===== src/sv/sitrd_pkg.sv =====
package sitrd_pkg;

   localparam int VALUE_BITS  = 32;
   localparam int RADIX_W     = 5;
   localparam int CHAR_W      = 7;
   localparam int DIGIT_W     = 4;

   // Quotient bits resolved per cycle by the shared divide unit
   localparam int DIV_LANES   = 8;
   localparam int DIV_STEPS   = (VALUE_BITS + DIV_LANES - 1) / DIV_LANES;
   localparam int DIV_W       = DIV_STEPS * DIV_LANES;
   localparam int STEP_W      = (DIV_STEPS > 1) ? $clog2(DIV_STEPS) : 1;

   // Base 2 of the most negative value gives VALUE_BITS digits
   localparam int STACK_DEPTH = VALUE_BITS;
   localparam int IDX_W       = $clog2(STACK_DEPTH);

   typedef logic signed [VALUE_BITS-1:0] value_type;
   typedef logic [VALUE_BITS-1:0]        mag_type;
   typedef logic [DIV_W-1:0]             div_word_type;
   typedef logic [RADIX_W-1:0]           radix_type;
   typedef logic [CHAR_W-1:0]            char_type;
   typedef logic [DIGIT_W-1:0]           digit_type;
   typedef logic [IDX_W-1:0]             idx_type;
   typedef logic [STEP_W-1:0]            step_type;

   localparam radix_type RADIX_RESET   = RADIX_W'(10);
   localparam radix_type RADIX_MIN     = RADIX_W'(2);
   localparam radix_type RADIX_MAX     = RADIX_W'(16);
   localparam radix_type RADIX_DECIMAL = RADIX_W'(10);
   localparam char_type  MINUS_SIGN    = CHAR_W'(8'h2D);

   localparam char_type DIGIT_CHARS [16] = '{
      CHAR_W'(8'h30), CHAR_W'(8'h31), CHAR_W'(8'h32), CHAR_W'(8'h33),
      CHAR_W'(8'h34), CHAR_W'(8'h35), CHAR_W'(8'h36), CHAR_W'(8'h37),
      CHAR_W'(8'h38), CHAR_W'(8'h39), CHAR_W'(8'h41), CHAR_W'(8'h42),
      CHAR_W'(8'h43), CHAR_W'(8'h44), CHAR_W'(8'h45), CHAR_W'(8'h46)
   };

   typedef struct packed {
      logic start;
   } div_ctrl_type;

   typedef struct packed {
      logic done;
      logic zero;
   } div_status_type;

   function automatic radix_type radix_clamp(input radix_type raw);
      radix_type r;
      r = raw;
      if (raw < RADIX_MIN) begin
         r = RADIX_MIN;
      end else if (raw > RADIX_MAX) begin
         r = RADIX_MAX;
      end
      return r;
   endfunction

   function automatic char_type digit_char(input digit_type d);
      return DIGIT_CHARS[d];
   endfunction

endpackage


===== src/sv/sitrd_req_if.sv =====
interface sitrd_req_if
   import sitrd_pkg::*;
();
   logic      valid;
   logic      ready;
   value_type value;

   modport source (output valid, output value, input ready);
   modport sink   (input valid, input value, output ready);
endinterface


===== src/sv/sitrd_rsp_if.sv =====
interface sitrd_rsp_if
   import sitrd_pkg::*;
();
   logic     valid;
   logic     ready;
   char_type character;
   logic     last;

   modport source (output valid, output character, output last, input ready);
   modport sink   (input valid, input character, input last, output ready);
endinterface


===== src/sv/sitrd_divider.sv =====
module sitrd_divider
   import sitrd_pkg::*;
(
   input  logic           clock,
   input  logic           reset,
   input  div_ctrl_type   ctrl,
   input  mag_type        dividend,
   input  radix_type      radix,
   output div_status_type status,
   output mag_type        quotient,
   output digit_type      remainder
);

   logic         busy_ff;
   logic         done_ff;
   step_type     step_ff;
   div_word_type acc_ff;
   div_word_type acc_in;
   digit_type    rem_ff;
   digit_type    rem_in;

   // Restoring division, DIV_LANES quotient bits per cycle; quotient shifts
   // into the low end of the dividend word
   always_comb begin
      div_word_type     acc_v;
      digit_type        rem_v;
      logic [RADIX_W:0] trial;
      acc_v = acc_ff;
      rem_v = rem_ff;
      trial = '0;
      for (int i = 0; i < DIV_LANES; i++) begin
         trial = {1'b0, rem_v, acc_v[DIV_W-1]};
         acc_v = {acc_v[DIV_W-2:0], 1'b0};
         if (trial >= {1'b0, radix}) begin
            trial    = trial - {1'b0, radix};
            acc_v[0] = 1'b1;
         end
         rem_v = trial[DIGIT_W-1:0];
      end
      acc_in = acc_v;
      rem_in = rem_v;
   end

   always_ff @(posedge clock) begin
      if (reset) begin
         busy_ff <= 1'b0;
         done_ff <= 1'b0;
         step_ff <= '0;
      end else begin
         done_ff <= 1'b0;
         if (ctrl.start) begin
            acc_ff  <= DIV_W'(dividend);
            rem_ff  <= '0;
            step_ff <= '0;
            busy_ff <= 1'b1;
         end else if (busy_ff) begin
            acc_ff  <= acc_in;
            rem_ff  <= rem_in;
            step_ff <= step_ff + 1'b1;
            if (step_ff == STEP_W'(DIV_STEPS - 1)) begin
               busy_ff <= 1'b0;
               done_ff <= 1'b1;
            end
         end
      end
   end

   assign status.done = done_ff;
   assign status.zero = (acc_ff == '0);
   assign quotient    = acc_ff[VALUE_BITS-1:0];
   assign remainder   = rem_ff;

endmodule


===== src/sv/sitrd_digit_stack.sv =====
module sitrd_digit_stack
   import sitrd_pkg::*;
(
   input  logic      clock,
   input  logic      wr_en,
   input  idx_type   wr_addr,
   input  digit_type wr_data,
   input  idx_type   rd_addr,
   output digit_type rd_data
);

   digit_type mem [STACK_DEPTH];
   digit_type rd_data_ff;

   always_ff @(posedge clock) begin
      if (wr_en) begin
         mem[wr_addr] <= wr_data;
      end
      rd_data_ff <= mem[rd_addr];
   end

   assign rd_data = rd_data_ff;

endmodule


===== src/sv/signed_integer_to_radix_digits.sv =====
// Signed integer to ASCII digits in a programmable base (2..16, letters A-F
// upper case). One transaction on req carries a two's complement value; the
// block answers with one rsp transaction per character, most significant
// digit first, with last set on the final one. A minus sign leads only for a
// negative value in base 10; other bases print the magnitude, so the most
// negative value becomes 2^(VALUE_BITS-1). csr_write_data sets the base; 0
// and 1 act as 2, 17..31 act as 16, and the base resets to 10. Write it only
// while the block is idle. The block handles one value at a time: req_ready
// is high only while idle. A single shared divide unit produces the digits
// one after another, each division starting once the previous one is done;
// characters then leave from a digit stack, after the minus sign if any,
// each passing through the fetch, load and hold states in that order.
module signed_integer_to_radix_digits
   import sitrd_pkg::*;
(
   input  logic               clock,
   input  logic               reset,
   sitrd_req_if.sink          req,
   sitrd_rsp_if.source        rsp,
   input  logic               csr_write_enable,
   input  radix_type          csr_write_data
);

   typedef enum logic [2:0] {
      ST_IDLE,
      ST_DIVIDE,
      ST_SIGN,
      ST_FETCH,
      ST_LOAD,
      ST_HOLD
   } state_type;

   state_type      state_ff;
   radix_type      radix_ff;
   logic           neg10_ff;
   idx_type        idx_ff;
   logic           rsp_valid_ff;
   char_type       rsp_char_ff;
   logic           rsp_last_ff;

   div_ctrl_type   div_ctrl;
   div_status_type div_status;
   mag_type        div_dividend;
   mag_type        div_quotient;
   digit_type      div_remainder;
   digit_type      stack_rd_data;
   logic           stack_wr_en;

   logic           req_negative;
   mag_type        req_magnitude;
   logic           accept;

   assign accept        = req.valid && (state_ff == ST_IDLE);
   assign req_negative  = req.value[VALUE_BITS-1];
   // Negating the most negative value wraps to 2^(VALUE_BITS-1) unsigned
   assign req_magnitude = req_negative ? mag_type'(-req.value) : mag_type'(req.value);

   // Start a division on acceptance, and again on every nonzero quotient
   always_comb begin
      div_ctrl.start = 1'b0;
      div_dividend   = div_quotient;
      if (accept) begin
         div_ctrl.start = 1'b1;
         div_dividend   = req_magnitude;
      end else if (state_ff == ST_DIVIDE && div_status.done && !div_status.zero) begin
         div_ctrl.start = 1'b1;
      end
   end

   // Push each remainder; digits land least significant first
   assign stack_wr_en = (state_ff == ST_DIVIDE) && div_status.done;

   sitrd_divider u_divider (
      .clock     (clock),
      .reset     (reset),
      .ctrl      (div_ctrl),
      .dividend  (div_dividend),
      .radix     (radix_ff),
      .status    (div_status),
      .quotient  (div_quotient),
      .remainder (div_remainder)
   );

   sitrd_digit_stack u_stack (
      .clock   (clock),
      .wr_en   (stack_wr_en),
      .wr_addr (idx_ff),
      .wr_data (div_remainder),
      .rd_addr (idx_ff),
      .rd_data (stack_rd_data)
   );

   always_ff @(posedge clock) begin
      if (reset) begin
         state_ff     <= ST_IDLE;
         radix_ff     <= RADIX_RESET;
         neg10_ff     <= 1'b0;
         idx_ff       <= '0;
         rsp_valid_ff <= 1'b0;
      end else begin
         // Store the base already clamped to its legal range
         if (csr_write_enable) begin
            radix_ff <= radix_clamp(csr_write_data);
         end
         case (state_ff)
            ST_IDLE: begin
               if (accept) begin
                  neg10_ff <= req_negative && (radix_ff == RADIX_DECIMAL);
                  idx_ff   <= '0;
                  state_ff <= ST_DIVIDE;
               end
            end
            ST_DIVIDE: begin
               if (div_status.done) begin
                  if (div_status.zero) begin
                     // Hold idx on the most significant digit
                     if (neg10_ff) begin
                        rsp_valid_ff <= 1'b1;
                        rsp_char_ff  <= MINUS_SIGN;
                        rsp_last_ff  <= 1'b0;
                        state_ff     <= ST_SIGN;
                     end else begin
                        state_ff <= ST_FETCH;
                     end
                  end else begin
                     idx_ff <= idx_ff + 1'b1;
                  end
               end
            end
            ST_SIGN: begin
               if (rsp.ready) begin
                  rsp_valid_ff <= 1'b0;
                  state_ff     <= ST_FETCH;
               end
            end
            ST_FETCH: begin
               // Stack read of idx lands during ST_LOAD
               state_ff <= ST_LOAD;
            end
            ST_LOAD: begin
               rsp_valid_ff <= 1'b1;
               rsp_char_ff  <= digit_char(stack_rd_data);
               rsp_last_ff  <= (idx_ff == '0);
               state_ff     <= ST_HOLD;
            end
            ST_HOLD: begin
               if (rsp.ready) begin
                  rsp_valid_ff <= 1'b0;
                  if (rsp_last_ff) begin
                     state_ff <= ST_IDLE;
                  end else begin
                     idx_ff   <= idx_ff - 1'b1;
                     state_ff <= ST_FETCH;
                  end
               end
            end
            default: begin
               state_ff <= ST_IDLE;
            end
         endcase
      end
   end

   assign req.ready     = (state_ff == ST_IDLE);
   assign rsp.valid     = rsp_valid_ff;
   assign rsp.character = rsp_char_ff;
   assign rsp.last      = rsp_last_ff;

endmodule


===== src/flat_wrapper.sv =====
// flat-port wrapper written by rule: the top's interface ports become plain ports
module signed_integer_to_radix_digits_flat import sitrd_pkg::*;
  (clock, reset, csr_write_enable, csr_write_data, req_valid, req_value, req_ready, rsp_valid, rsp_character, rsp_last, rsp_ready);
  sitrd_req_if req_i ();
  sitrd_rsp_if rsp_i ();
  input  logic clock;
  input  logic reset;
  input  logic csr_write_enable;
  input  radix_type csr_write_data;
  input wire logic [$bits(req_i.valid)-1:0] req_valid;
  input wire logic [$bits(req_i.value)-1:0] req_value;
  output wire logic [$bits(req_i.ready)-1:0] req_ready;
  output wire logic [$bits(rsp_i.valid)-1:0] rsp_valid;
  output wire logic [$bits(rsp_i.character)-1:0] rsp_character;
  output wire logic [$bits(rsp_i.last)-1:0] rsp_last;
  input wire logic [$bits(rsp_i.ready)-1:0] rsp_ready;
  assign req_i.valid = req_valid;
  assign req_i.value = req_value;
  assign req_ready = req_i.ready;
  assign rsp_valid = rsp_i.valid;
  assign rsp_character = rsp_i.character;
  assign rsp_last = rsp_i.last;
  assign rsp_i.ready = rsp_ready;
  signed_integer_to_radix_digits u_core (.clock(clock), .reset(reset), .req(req_i), .rsp(rsp_i), .csr_write_enable(csr_write_enable), .csr_write_data(csr_write_data));
endmodule

===== config.mk =====
export PLATFORM = sky130hd
export DESIGN_NAME = signed_integer_to_radix_digits_flat
export DESIGN_NICKNAME = d
export VERILOG_FILES = /design/src/sv/sitrd_pkg.sv /design/src/sv/sitrd_req_if.sv /design/src/sv/sitrd_rsp_if.sv /design/src/sv/sitrd_divider.sv /design/src/sv/sitrd_digit_stack.sv /design/src/sv/signed_integer_to_radix_digits.sv /design/src/flat_wrapper.sv
export SDC_FILE = /design/constraint.sdc
export NUM_CORES = 1
export LEC_CHECK = 0
export ABC_CLOCK_PERIOD_IN_PS = 12190
export BUFFER_PORTS_ARGS = -buffer_cell sky130_fd_sc_hd__buf_2
export CAP_MARGIN = 20
export CORE_MARGIN = 1
export CORE_UTILIZATION = 62
export CTS_BUF_LIST = sky130_fd_sc_hd__clkbuf_2 sky130_fd_sc_hd__clkbuf_4 sky130_fd_sc_hd__clkbuf_8
export DETAILED_ROUTE_END_ITERATION = 7
export HOLD_SLACK_MARGIN = 0.05
export PLACE_DENSITY = 0.81
export SETUP_SLACK_MARGIN = 0.02
export SLEW_MARGIN = 10
export SYNTH_ARGS = -nofsm -noshare
export SYNTH_HDL_FRONTEND = slang
export SYNTH_SLANG_ARGS = --single-unit

===== constraint.sdc =====
create_clock -name clock -period 12.19 [get_ports clock]
set_clock_uncertainty 0.1 [all_clocks]
set_input_delay 0.6095 -clock clock [delete_from_list [all_inputs] [get_ports clock]]
set_output_delay 0.6095 -clock clock [all_outputs]
set_load 0.01 [all_outputs]

==> results.json <==
{
  "arrival_ns": 11.43,
  "grt_pass1_wl_mm": 37.13,
  "cts_setup_buffers": 0,
  "fp.dieArea_um2": 17210,
  "clkLatencyLatePin_ns": 0.48,
  "initial_core_util_pct": 64.42,
  "cp-end-kind": "register",
  "io_pins": 52,
  "ys_ff_latch": 195,
  "syn_avg_cell_area_um2": 12.17,
  "wl_per_cell_um": 19.87,
  "rsz0062_at_grt": "no",
  "worst_r2r_endpoint": "u_core.u_divider.remainder[2]$_SDFFCE_PN0P_",
  "yosysUniqueCellTypes": 58,
  "status": "completed",
  "die_h_um": 131.2,
  "final_nets": 1002,
  "reg2regPathDepth": 45,
  "grt_antenna_before_repair": 0,
  "synth.net_count": 948,
  "drt_iter0_markers": 744,
  "drtAntennaViolNets": 0,
  "tritoncts": "done",
  "portBuffers": 51,
  "cts_inserted_buffers": 17,
  "place.gp.congestion": 0.8437,
  "rows": 46,
  "hold_class": "input pin to register",
  "worstPathRequired_ns": 12.41,
  "drive_gt1_share_pct": 16.79,
  "cts.clk_slew.worst_paths_ns": 0.10,
  "avgViaCountPerCell": 6.327,
  "cpPeakStageDelay_ns": 0.44,
  "r2r_start": "u_core.u_divider.quotient[31]$_DFFE_PP_",
  "grt-ovfl-total": 0,
  "finalSetupViolCount": 0,
  "async_flop_share_pct": 0,
  "cp_slowest_cell": "a211oi_1",
  "synthFlopType": "edfxtp_1",
  "firstDrtPassIters": 5,
  "yosysWarnings": 0,
  "path_class": "register to register",
  "worst-path-max-fanout": 10,
  "critPathLaunchType": "register",
  "slew_headroom_pct": 43.53,
  "worst_slew_pin_slew_ns": 0.8405,
  "synth_edf_count": 172,
  "drc": 0,
  "ys_seq_area_share_pct": 54.38,
  "diodes": 0,
  "grt_pass1_vias": 7144,
  "hpwl_mm": 15.90,
  "hold_viol": 0,
  "vias": 7168,
  "grt_max_degree": 73,
  "fin_area_um2": 11280,
  "cpMostUsedCell": "ha_1",
  "hold_ws_ns": 0.2656,
  "clock_sinks": 195,
  "root_buffer": "clkbuf_8",
  "post_dp_cell_area_um2": 10860,
  "holdPathEnd": "u_core.radix_ff[1]$_SDFFE_PP1P_",
  "min_from": "csr_write_data[4]",
  "period_needed_ns": 11.21,
  "final.setup.tns_ns": 0,
  "rrSetupSlack_ns": 0.98,
  "setup_slack_ns": 0.9760,
  "clock_path_buffers": 2,
  "core_area_um2": 16060,
  "fmax_ghz": 0.08917,
  "syn_area_um2": 10340,
  "routed_wl_mm": 22.51,
  "drv_cap": 0,
  "dp_slack_ns": 0.2075,
  "syn_inst": 850,
  "htreeDepth": 4,
  "whs_path_depth": 2,
  "finalCritPeriodShare_pct": 91.99,
  "track_usage_pct": 27.83,
  "area_growth_pct": 9.059,
  "slew_viol_final": 0,
  "fp.dieW_um": 131.2
}
==> synth_stat cells, types with 15 or more instances <==
cell,count,area (um^2)
clkbuf_1,19,71.32
nor3_1,17,85.08
edfxtp_1,172,5165
ha_1,47,588.1
a21oi_1,68,340.3
xor2_1,29,254.0
mux4_2,32,720.7
xnor2_1,19,166.4
inv_1,42,157.7
mux2i_1,15,150.1
nand2_1,49,183.9
dfxtp_1,23,460.4
nor2_1,104,390.4
o21ai_0,16,80.08
==> repair_timing <==
action | in CTS | in global routing
endpoints found under the hold margin | 0 | 0
setup endpoints to repair | 0 | 5
gates resized for setup | 0 | 5
hold buffers | 0 | 0
==> cell usage in the layout, fill, tap and decap left out, types with 11 or more instances in the layout <==
cell type / instances
dfxtp_1: 21
nor4_1: 13
xnor2_1: 19
buf_4: 11
clkbuf_8: 18
buf_2: 51
nor3_1: 16
nor2_1: 104
mux4_2: 32
mux2i_1: 15
a21oi_1: 68
inv_1: 42
o21ai_0: 16
o31ai_1: 12
nand3_1: 14
edfxtp_1: 172
nand2_1: 48
ha_1: 47
a21o_1: 14
xor2_1: 29
==> logic make-up (layout without fill, tap and decap cells) <==
family | Yosys count | in the layout | synth area share [%]
xor gates and xnor gates | 48 | 48 | 4.064
muxes | 56 | 56 | 9.398
buffers and inverters | 69 | 136 | 2.528
adders and majority gates | 56 | 56 | 7.426
and+or+nand+nor | 250 | 250 | 11.47
DFF | 195 | 195 | 54.38
AOI/OAI and AO/OA | 176 | 176 | 10.74
==> worst max path at each step <==
stage	start	end	slack, ns
floorplan	u_core.radix_ff[1]$_SDFFE_PP1P_	u_core.u_divider.remainder[2]$_SDFFCE_PN0P_	1.30
global placement	u_core.radix_ff[1]$_SDFFE_PP1P_	u_core.u_divider.remainder[2]$_SDFFCE_PN0P_	0.59
detailed placement	u_core.radix_ff[1]$_SDFFE_PP1P_	u_core.u_divider.quotient[0]$_DFFE_PP_	0.21
CTS	u_core.radix_ff[1]$_SDFFE_PP1P_	u_core.u_divider.remainder[2]$_SDFFCE_PN0P_	0.12
global route	u_core.radix_ff[1]$_SDFFE_PP1P_	u_core.u_divider.remainder[2]$_SDFFCE_PN0P_	0.13
finish	u_core.u_divider.quotient[31]$_DFFE_PP_	u_core.u_divider.remainder[2]$_SDFFCE_PN0P_	0.98
==> area by class of cell <==
type	count	area, um^2
timing repair buffer	62	337.8
clock inverter	14	158.9
inverter	42	157.7
fill	1085	4776
clock buffer	18	247.7
multi-input combinational	586	4482
tap	216	270.3
sequential	195	5628
==> worst max-delay path, delay by kind of cell, from the launching register on <==
| kind | cells | cell delay, ns |
|---|---|---|
| AOI/OAI and AO/OA | 23 | 4.98 |
| adders and majority gates | 8 | 2.57 |
| DFF | 1 | 0.42 |
| and+or+nand+nor | 8 | 1.14 |
| buffers and inverters | 2 | 0.27 |
| muxes | 4 | 1.59 |
==> metrics by stage <==
| step | cells | util (%) |
|---|---|---|
| finish | 1133 | 70.26 |
| detailed placement | 1101 | 67.62 |
| global route | 1133 | 70.26 |
| CTS | 1133 | 70.15 |
| floorplan | 850 | - |
| global placement | 1101 | 67.62 |
==> registers in the layout, indices dropped and copies added, names as in the netlist <==
name / count
u_core.idx_ff: 5
u_core.neg10_ff: 1
u_core.radix_ff: 5
u_core.rsp.character: 7
u_core.rsp.last: 1
u_core.rsp.valid: 1
u_core.state_ff: 3
u_core.u_divider.busy_ff: 1
u_core.u_divider.done_ff: 1
u_core.u_divider.quotient: 32
u_core.u_divider.remainder: 4
u_core.u_divider.step_ff: 2
u_core.u_stack.mem: 128
u_core.u_stack.rd_data: 4
==> per-layer routing <==
layer / global-route usage (%) / part of all wire, % / vias to the layer above / wire length, um
li1: - / - / 3330 / -
met1: 34.99 / 40 / 3470 / 8984
met2: 48.14 / 52 / 310 / 11620
met3: 4.437 / 5.3 / 58 / 1190
met4: 11.18 / 3.2 / 0 / 719
met5: 0 / 0 / - / 0
Power is not shown: default switching activity piles up to over one toggle a cycle in this logic, so the estimate is an artifact.
